--- src/rtl/core/animation_slot_time_lookup_macros.svh ---
// ---------------------------------------------------------------------------
// animation slot time lookup assertion macros
// overlapping implication and next-cycle implication checks on clock/reset
// ---------------------------------------------------------------------------
`ifndef ANIMATION_SLOT_TIME_LOOKUP_MACROS_SVH
`define ANIMATION_SLOT_TIME_LOOKUP_MACROS_SVH

`ifndef SYNTHESIS
`define ASTL_ASSERT_IMP(lbl, ante, cons) \
   lbl: assert property (@(posedge clock) disable iff (reset) (ante) |-> (cons)) \
      else $error("implication check failed");
`define ASTL_ASSERT_NXT(lbl, ante, cons) \
   lbl: assert property (@(posedge clock) disable iff (reset) (ante) |=> (cons)) \
      else $error("next cycle check failed");
`else
`define ASTL_ASSERT_IMP(lbl, ante, cons)
`define ASTL_ASSERT_NXT(lbl, ante, cons)
`endif

`endif

--- src/rtl/core/astl_pkg.sv ---
// ---------------------------------------------------------------------------
// astl_pkg
// shared types, codes and helpers of the animation slot time lookup
// ---------------------------------------------------------------------------
`timescale 1ns / 1ps

package astl_pkg;

   localparam int TABLE_DEPTH = 256;
   localparam int ADDR_W      = $clog2(TABLE_DEPTH);

   localparam logic [15:0] LENGTH_LIMIT = 16'd255;

   localparam logic ACT_WRITE = 1'b0;
   localparam logic ACT_QUERY = 1'b1;

   typedef enum logic [1:0] {
      ERR_NONE     = 2'd0,
      ERR_NO_SLOTS = 2'd1,
      ERR_RANGE    = 2'd2,
      ERR_LENGTH   = 2'd3
   } astl_err_type;

   typedef struct packed {
      logic       action;
      logic [7:0] slot_index;
      logic [7:0] sustain;
      logic [7:0] time_index;
   } astl_req_type;

   typedef struct packed {
      logic [7:0]   slot_for_time;
      logic [7:0]   first_time;
      logic [15:0]  total_length;
      astl_err_type error;
   } astl_rsp_type;

   typedef struct packed {
      logic              en;
      logic [ADDR_W-1:0] addr;
      logic [7:0]        data;
   } astl_wr_type;

   // a sustain of zero lasts one tick
   function automatic logic [7:0] astl_tick(input logic [7:0] s);
      astl_tick = (s == 8'd0) ? 8'd1 : s;
   endfunction

endpackage

--- src/rtl/core/astl_table.sv ---
// ---------------------------------------------------------------------------
// astl_table
// sustain table: one write port, one read port with registered read data
// ---------------------------------------------------------------------------
`timescale 1ns / 1ps

module astl_table (
   input  logic                      clock,
   input  astl_pkg::astl_wr_type     wr,
   input  logic [astl_pkg::ADDR_W-1:0] rd_addr,
   output logic [7:0]                rd_data
);
   import astl_pkg::*;

   logic [7:0] mem [TABLE_DEPTH];
   logic [7:0] rd_data_ff;

   always_ff @(posedge clock) begin
      if (wr.en) begin
         mem[wr.addr] <= wr.data;
      end
      rd_data_ff <= mem[rd_addr];
   end

   assign rd_data = rd_data_ff;

endmodule

--- src/rtl/core/animation_slot_time_lookup.sv ---
// a write request, or a query with no slots, answers in the next cycle.
// a query makes one table pass for the total, a restoring remainder step, then a second
// pass until the slot is found; a length or range error answers after the first pass.
// one table entry per cycle, one request at a time; reset clears the slot count and
// control state, table contents stay until written; the receiver cannot stall.
`timescale 1ns / 1ps
`include "animation_slot_time_lookup_macros.svh"

// ---------------------------------------------------------------------------
// animation_slot_time_lookup
// sustain table with slot walk, time wrap and first-time lookup
// ---------------------------------------------------------------------------
module animation_slot_time_lookup (
   input  logic                   clock,
   input  logic                   reset,
   input  logic                   start,
   output logic                   busy,
   input  astl_pkg::astl_req_type req_data,
   output logic                   rsp_valid,
   output astl_pkg::astl_rsp_type rsp_data,
   input  logic                   csr_we,
   input  logic [7:0]             csr_wdata
);
   import astl_pkg::*;

   typedef enum logic [2:0] {
      ST_IDLE,
      ST_SUM,
      ST_CHECK,
      ST_MOD,
      ST_WALK
   } state_type;

   state_type    state_ff;
   astl_req_type req_ff;
   logic [7:0]   num_slots_ff;
   logic [ADDR_W-1:0] iss_ff;
   logic         pv_ff;
   logic [ADDR_W-1:0] pidx_ff;
   logic [15:0]  acc_ff;
   logic [7:0]   first_ff;
   logic [7:0]   rem_ff;
   logic [2:0]   bit_ff;
   logic [8:0]   run_ff;
   logic         rsp_valid_ff;
   astl_rsp_type rsp_ff;

   astl_wr_type  wr;
   logic [7:0]   rd_data;
   logic [7:0]   tick_w;
   logic [15:0]  acc_in;
   logic [8:0]   run_in;
   logic [8:0]   rem_shift;
   logic [8:0]   rem_sub;
   logic [7:0]   rem_in;
   logic         issue_ok;
   logic         last_w;
   logic         accept;

   astl_table u_table (
      .clock   (clock),
      .wr      (wr),
      .rd_addr (iss_ff),
      .rd_data (rd_data)
   );

   assign accept   = start && (state_ff == ST_IDLE);
   assign wr.en    = accept && (req_data.action == ACT_WRITE);
   assign wr.addr  = req_data.slot_index[ADDR_W-1:0];
   assign wr.data  = req_data.sustain;

   assign tick_w   = astl_tick(rd_data);
   assign acc_in   = acc_ff + {8'd0, tick_w};
   assign run_in   = run_ff + {1'b0, tick_w};
   assign issue_ok = {1'b0, iss_ff} < {1'b0, num_slots_ff};
   assign last_w   = {1'b0, pidx_ff} == ({1'b0, num_slots_ff} - 9'd1);

   // restoring remainder, one dividend bit per cycle
   assign rem_shift = {rem_ff, req_ff.time_index[bit_ff]};
   assign rem_sub   = rem_shift - {1'b0, acc_ff[7:0]};
   assign rem_in    = (rem_shift >= {1'b0, acc_ff[7:0]}) ? rem_sub[7:0] : rem_shift[7:0];

   always_ff @(posedge clock) begin
      if (reset) begin
         state_ff     <= ST_IDLE;
         num_slots_ff <= 8'd0;
         pv_ff        <= 1'b0;
         rsp_valid_ff <= 1'b0;
      end else begin
         rsp_valid_ff <= 1'b0;
         if (csr_we) begin
            num_slots_ff <= csr_wdata;
         end
         case (state_ff)
            ST_IDLE: begin
               if (accept) begin
                  req_ff   <= req_data;
                  iss_ff   <= '0;
                  pv_ff    <= 1'b0;
                  acc_ff   <= 16'd0;
                  first_ff <= 8'd0;
                  if (req_data.action == ACT_WRITE) begin
                     rsp_valid_ff <= 1'b1;
                     rsp_ff       <= '{8'd0, 8'd0, 16'd0, ERR_NONE};
                  end else if (num_slots_ff == 8'd0) begin
                     rsp_valid_ff <= 1'b1;
                     rsp_ff       <= '{8'd0, 8'd0, 16'd0, ERR_NO_SLOTS};
                  end else begin
                     state_ff <= ST_SUM;
                  end
               end
            end
            ST_SUM: begin
               if (issue_ok) begin
                  iss_ff <= iss_ff + 1'b1;
               end
               pv_ff   <= issue_ok;
               pidx_ff <= iss_ff;
               if (pv_ff) begin
                  acc_ff <= acc_in;
                  // running sum before this entry is the slot's first time
                  if (pidx_ff == req_ff.slot_index[ADDR_W-1:0]) begin
                     first_ff <= acc_ff[7:0];
                  end
                  if (last_w) begin
                     state_ff <= ST_CHECK;
                  end
               end
            end
            ST_CHECK: begin
               if (acc_ff >= LENGTH_LIMIT) begin
                  rsp_valid_ff <= 1'b1;
                  rsp_ff       <= '{8'd0, 8'd0, acc_ff, ERR_LENGTH};
                  state_ff     <= ST_IDLE;
               end else if (req_ff.slot_index >= num_slots_ff) begin
                  rsp_valid_ff <= 1'b1;
                  rsp_ff       <= '{8'd0, 8'd0, acc_ff, ERR_RANGE};
                  state_ff     <= ST_IDLE;
               end else begin
                  rem_ff   <= 8'd0;
                  bit_ff   <= 3'd7;
                  state_ff <= ST_MOD;
               end
            end
            ST_MOD: begin
               rem_ff <= rem_in;
               bit_ff <= bit_ff - 3'd1;
               if (bit_ff == 3'd0) begin
                  iss_ff   <= '0;
                  pv_ff    <= 1'b0;
                  run_ff   <= 9'd0;
                  state_ff <= ST_WALK;
               end
            end
            ST_WALK: begin
               if (issue_ok) begin
                  iss_ff <= iss_ff + 1'b1;
               end
               pv_ff   <= issue_ok;
               pidx_ff <= iss_ff;
               if (pv_ff) begin
                  run_ff <= run_in;
                  if ({1'b0, rem_ff} < run_in) begin
                     rsp_valid_ff <= 1'b1;
                     rsp_ff       <= '{8'(pidx_ff), first_ff, acc_ff, ERR_NONE};
                     state_ff     <= ST_IDLE;
                  end
               end
            end
            default: begin
               state_ff <= ST_IDLE;
            end
         endcase
      end
   end

   assign busy      = (state_ff != ST_IDLE);
   assign rsp_valid = rsp_valid_ff;
   assign rsp_data  = rsp_ff;

   `ASTL_ASSERT_IMP(a_err_zero_fields,
      rsp_valid && (rsp_data.error != ERR_NONE),
      (rsp_data.slot_for_time == 8'd0) && (rsp_data.first_time == 8'd0))
   `ASTL_ASSERT_IMP(a_no_slots_total,
      rsp_valid && (rsp_data.error == ERR_NO_SLOTS), rsp_data.total_length == 16'd0)
   `ASTL_ASSERT_NXT(a_accept_progress, start && !busy, busy || rsp_valid)
   `ASTL_ASSERT_IMP(a_walk_in_range,
      (state_ff == ST_WALK) && pv_ff, {1'b0, pidx_ff} < {1'b0, num_slots_ff})

endmodule

--- config.mk ---
export PLATFORM = sky130hd
export DESIGN_NAME = animation_slot_time_lookup
export DESIGN_NICKNAME = d
export VERILOG_FILES = /design/src/rtl/core/astl_pkg.sv /design/src/rtl/core/astl_table.sv /design/src/rtl/core/animation_slot_time_lookup.sv
export VERILOG_INCLUDE_DIRS = /design/src /design/src/rtl/core
export SDC_FILE = /design/constraint.sdc
export NUM_CORES = 2
export LEC_CHECK = 0
export BUFFER_PORTS_ARGS = -buffer_cell sky130_fd_sc_hd__buf_2
export CORE_MARGIN = 2
export CORE_UTILIZATION = 37
export DETAILED_ROUTE_END_ITERATION = 10
export GPL_TIMING_DRIVEN = 0
export PLACE_DENSITY = 0.53
export SETUP_SLACK_MARGIN = 0.3
export SYNTH_ARGS = -nofsm -noshare
export SYNTH_HDL_FRONTEND = slang
export SYNTH_SLANG_ARGS = --single-unit
--- constraint.sdc ---
create_clock -name clock -period 14.2 [get_ports clock]
set_input_delay 2.84 -clock clock [delete_from_list [all_inputs] [get_ports clock]]
set_output_delay 2.84 -clock clock [all_outputs]
set_load 0.01 [all_outputs]
==> results.py <==
metrics = {
    "cts": {
        "cts_tree": "done",
        "clock_latency_ns": 0.88,
        "post_cts_buffers": 0,
        "cts-htree-levels": 4,
        "cts.repair.resized": 0,
        "clock-sinks": 2179,
        "cts_hold_buf": 0,
        "clk_pin_slew_ns": 0.07,
        "cts_root_buffer": "clkbuf_16",
        "cts_buffers": 221,
        "clockBufferDepth": 3,
    },
    "min_path": {
        "hold_start": "pv_ff$_SDFFE_PP0P_",
        "whs_endpoint": "pv_ff$_SDFFE_PP0P_",
        "hold_path.class": "flop to flop",
        "holdPathStages": 2,
    },
    "logic_synthesis": {
        "ys_ff_latch": 2179,
        "synth_area_per_cell_sq_um": 20.48,
        "yosysWarnings": 0,
        "async_reset_ff_share_pct": 0,
        "yosysSeqAreaShare_pct": 75.37,
        "syn-cell-area_sq_um": 86540,
        "synth_top_cell_area_share_pct": 74.88,
        "syn-num-nets": 4315,
        "synth_ff_type": "edfxtp_1",
        "syn_inst": 4225,
        "synth.largest_area_cell": "edfxtp_1",
        "synth_cell_types": 69,
        "synth-edff-count": 2158,
        "synth_area_leaders": "edfxtp_1 75%, mux4_2 14%, mux2i_1 2.1%",
    },
    "setup_path": {
        "path_cells": "buf_2, buf_2, clkbuf_2, clkbuf_1, o21ai_0, a311oi_1, a211oi_1, a311oi_1",
        "max_stage_delay_ns": 1.15,
        "worstPathArrival_ns": 7.35,
        "end_kind": "flop",
        "cp_slowest_cell": "clkbuf_1",
        "r2r_slack_ns": 7.53,
        "worst_r2r_endpoint": "u_table.rd_data[0]$_DFF_P_",
        "path_class": "flop to flop",
        "critical_path.startpoint_type": "flop",
        "required_ns": 14.88,
        "rr_worst_depth": 8,
        "rr_startpoint": "iss_ff[2]$_SDFFCE_PN0P_",
        "crit_fanout": 10,
    },
    "sta": {
        "slew-limit-headroom_pct": -7.870,
        "hold_viol_final": 0,
        "fin_crit_ns": 6.667,
        "rsz0062_at_grt": "false",
        "tightest_slew_ns": 1.618,
        "setup_violations": 0,
        "max_freq_mhz": 150.0,
        "drv_slew": 22,
        "fin_crit_sh_pct": 46.95,
        "finClkSkew_ns": 0.07694,
        "finalSetupTns_ns": 0,
    },
    "cells_and_area": {
        "stdcell_count": 7779,
        "fin_nets": 4636,
        "layout-drive-gt1-share_pct": 22.99,
        "final_util_pct": 42.27,
        "area_growth_pct": 13.57,
        "layout.cells.most_common": "edfxtp_1",
        "fin_area_sq_um": 98280,
        "num-fill-cells": 20350,
        "final_cell_mix": "2158 x edfxtp_1, 523 x mux4_2, 353 x nor2_1",
    },
    "die": {
        "start_util_pct": 37.22,
        "std_cell_rows": 177,
        "io_pins": 73,
        "die_x_um": 487.6,
        "die_area_sq_um": 237800,
        "fp.dieH_um": 487.6,
        "core_sq_um": 232500,
    },
    "drt": {
        "via_per_inst": 6.025,
        "postRouteAntennaNets": 0,
        "post-route-drc-count": 0,
        "first_iter_violations": 7615,
        "drt-wirelength-per-cell_um": 39.46,
        "vias": 46870,
        "dr.pass1.iters": 5,
        "wl_um": 306900,
    },
    "placement": {
        "dpl-instance-area_sq_um": 91370,
        "dp.final_hpwl_um": 195000,
        "io_buffers": 71,
        "place_inst": 7364,
        "gp_congestion": 0.9212,
    },
    "power": {
        "sw_frac_of_total_pct": 30.97,
        "powerDensity_nw_per_um2": 168.1,
        "leakagePower_nw": 30.97,
        "p_int_mw": 11.41,
        "total_power_mw": 16.52,
        "seq_power_share_pct": 43.6,
        "power_switching_mw": 5.116,
        "p_comb_share_pct": 22.2,
        "pwr-share-clk_pct": 34.2,
        "ir_drop_mv": 0.1181,
    },
    "grt": {
        "grt_use_total_pct": 25.53,
        "grt_max_degree": 149,
        "antenna_found_initial": 25,
        "grt_overflow_total": 0,
        "grt_pass1_vias": 44820,
        "grt_pass1_wl_um": 404400,
    },
    "outcome": {
        "violations": "capacitance limit, slew limit",
        "outcome": "finished with violations",
    },
    "run": {
        "drv_cap": 3,
    },
}
[registers in the layout (all words and copies together), names as in the netlist, 8 cells and up]
name and cells:
u_table.mem 2048, rsp_data 34, acc_ff 16, req_ff 16
run_ff 9, first_ff 8, iss_ff 8, num_slots_ff 8
pidx_ff 8, rem_ff 8, u_table.rd_data 8
[worst max-delay path: cells and delay by family (launching register included)]
kind,cells,cell delay (ns)
buffers and inverters,4,3.38
AOI/OAI and AO/OA,4,2.32
DFF,1,0.70
[worst max-delay path by stage]
| stage | from | slack, ns | to | cells after the start |
|---|---|---|---|---|
| after floorplan | req_data[24] | 5.03 | rsp_data[0]$_DFFE_PP_ | 4 |
| after global placement | req_data[24] | 2.81 | rsp_data[11]$_DFFE_PP_ | 5 |
| after detailed placement | start | 7.21 | u_table.mem[92][7]$_DFFE_PP_ | 6 |
| after CTS | iss_ff[2]$_SDFFCE_PN0P_ | 8.04 | u_table.rd_data[0]$_DFF_P_ | 8 |
| after global routing | iss_ff[2]$_SDFFCE_PN0P_ | 7.83 | u_table.rd_data[6]$_DFF_P_ | 9 |
| final | iss_ff[2]$_SDFFCE_PN0P_ | 7.53 | u_table.rd_data[0]$_DFF_P_ | 8 |
[routing by layer]
metal  GRT usage (%)  part of all wire (%)  vias to the layer above
met1           35.04                    40                    25410
met4           11.95                   5.3                        0
li1                -                     -                    18030
met5               0                     0                        -
met3           6.301                    10                      553
met2           38.33                    45                     2882
[layout make-up]
type / instances / area [sq um] / share of cell area, %
Sequential cell: 2179 / 65220 / 66.36
Timing Repair Buffer: 98 / 970.9 / 0.9879
Multi-Input combinational cell: 1769 / 19770 / 20.12
Buffer: 234 / 1461 / 1.487
Clock buffer: 289 / 5837 / 5.939
Antenna cell: 3 / 7.507 / 0.007638
Inverter: 43 / 161.4 / 0.1642
Tap cell: 3043 / 3807 / 3.874
Clock inverter: 121 / 1045 / 1.063
[cells in the mapped netlist, types with 5 or more instances]
library cell	number
edfxtp_1	2158
mux4_2	523
nor2_1	353
mux2i_1	185
nand2_1	148
clkbuf_1	96
o21ai_0	62
a21oi_1	58
buf_2	57
ha_1	50
inv_1	41
nor2b_1	36
a211oi_1	25
nand3_1	25
xnor2_1	24
and3_1	23
buf_1	22
buf_4	22
dfxtp_1	21
a22oi_1	20
buf_6	20
o22ai_1	20
xor2_1	17
nor3_1	15
a31oi_1	13
nand2b_1	13
a21o_1	11
a221oi_1	11
and2_1	11
o211ai_1	11
buf_8	10
nand4_1	10
mux4_1	9
buf_12	7
nor4_1	7
a311oi_1	6
o31ai_1	6
or4_1	6
a2111oi_0	5
a31o_2	5
mux2_2	5
or2_2	5
[kinds of logic (layout without fill, tap and decap cells)]
| group | after synthesis | count (layout) | share of synthesized area (%) |
|---|---|---|---|
| flip-flops | 2179 | 2179 | 75.37 |
| multiplexers | 722 | 722 | 16.09 |
| AND/OR/NAND/NOR | 660 | 660 | 3.279 |
| AO/OA/AOI/OAI | 293 | 293 | 2.245 |
| buffers and inverters | 277 | 785 | 1.814 |
| adder cells (fa/ha/maj) | 53 | 53 | 0.7923 |
| XOR/XNOR | 41 | 41 | 0.4149 |
| other | 0 | 3 | 0 |
[through the flow]
step | setup WS (ns) | hold WS, ns
floorplan | 5.033 | 0.4486
global placement | 2.812 | 0.5170
detailed placement | 7.208 | 0.5308
CTS | 8.039 | 0.5401
global route | 7.828 | 0.5731
finish | 7.533 | 0.5324
[power groups by stage]
stage / combinational [mW] / sequential [mW] / clock [mW]
floorplan: 1.82 / 7.32 / 0
global route: 3.71 / 7.20 / 5.92
global placement: 3.56 / 7.36 / 0
finish: 3.67 / 7.20 / 5.65
CTS: 3.61 / 7.20 / 5.68
detailed placement: 3.60 / 7.34 / 0
Note: power is estimated with default switching activity, not from simulation.
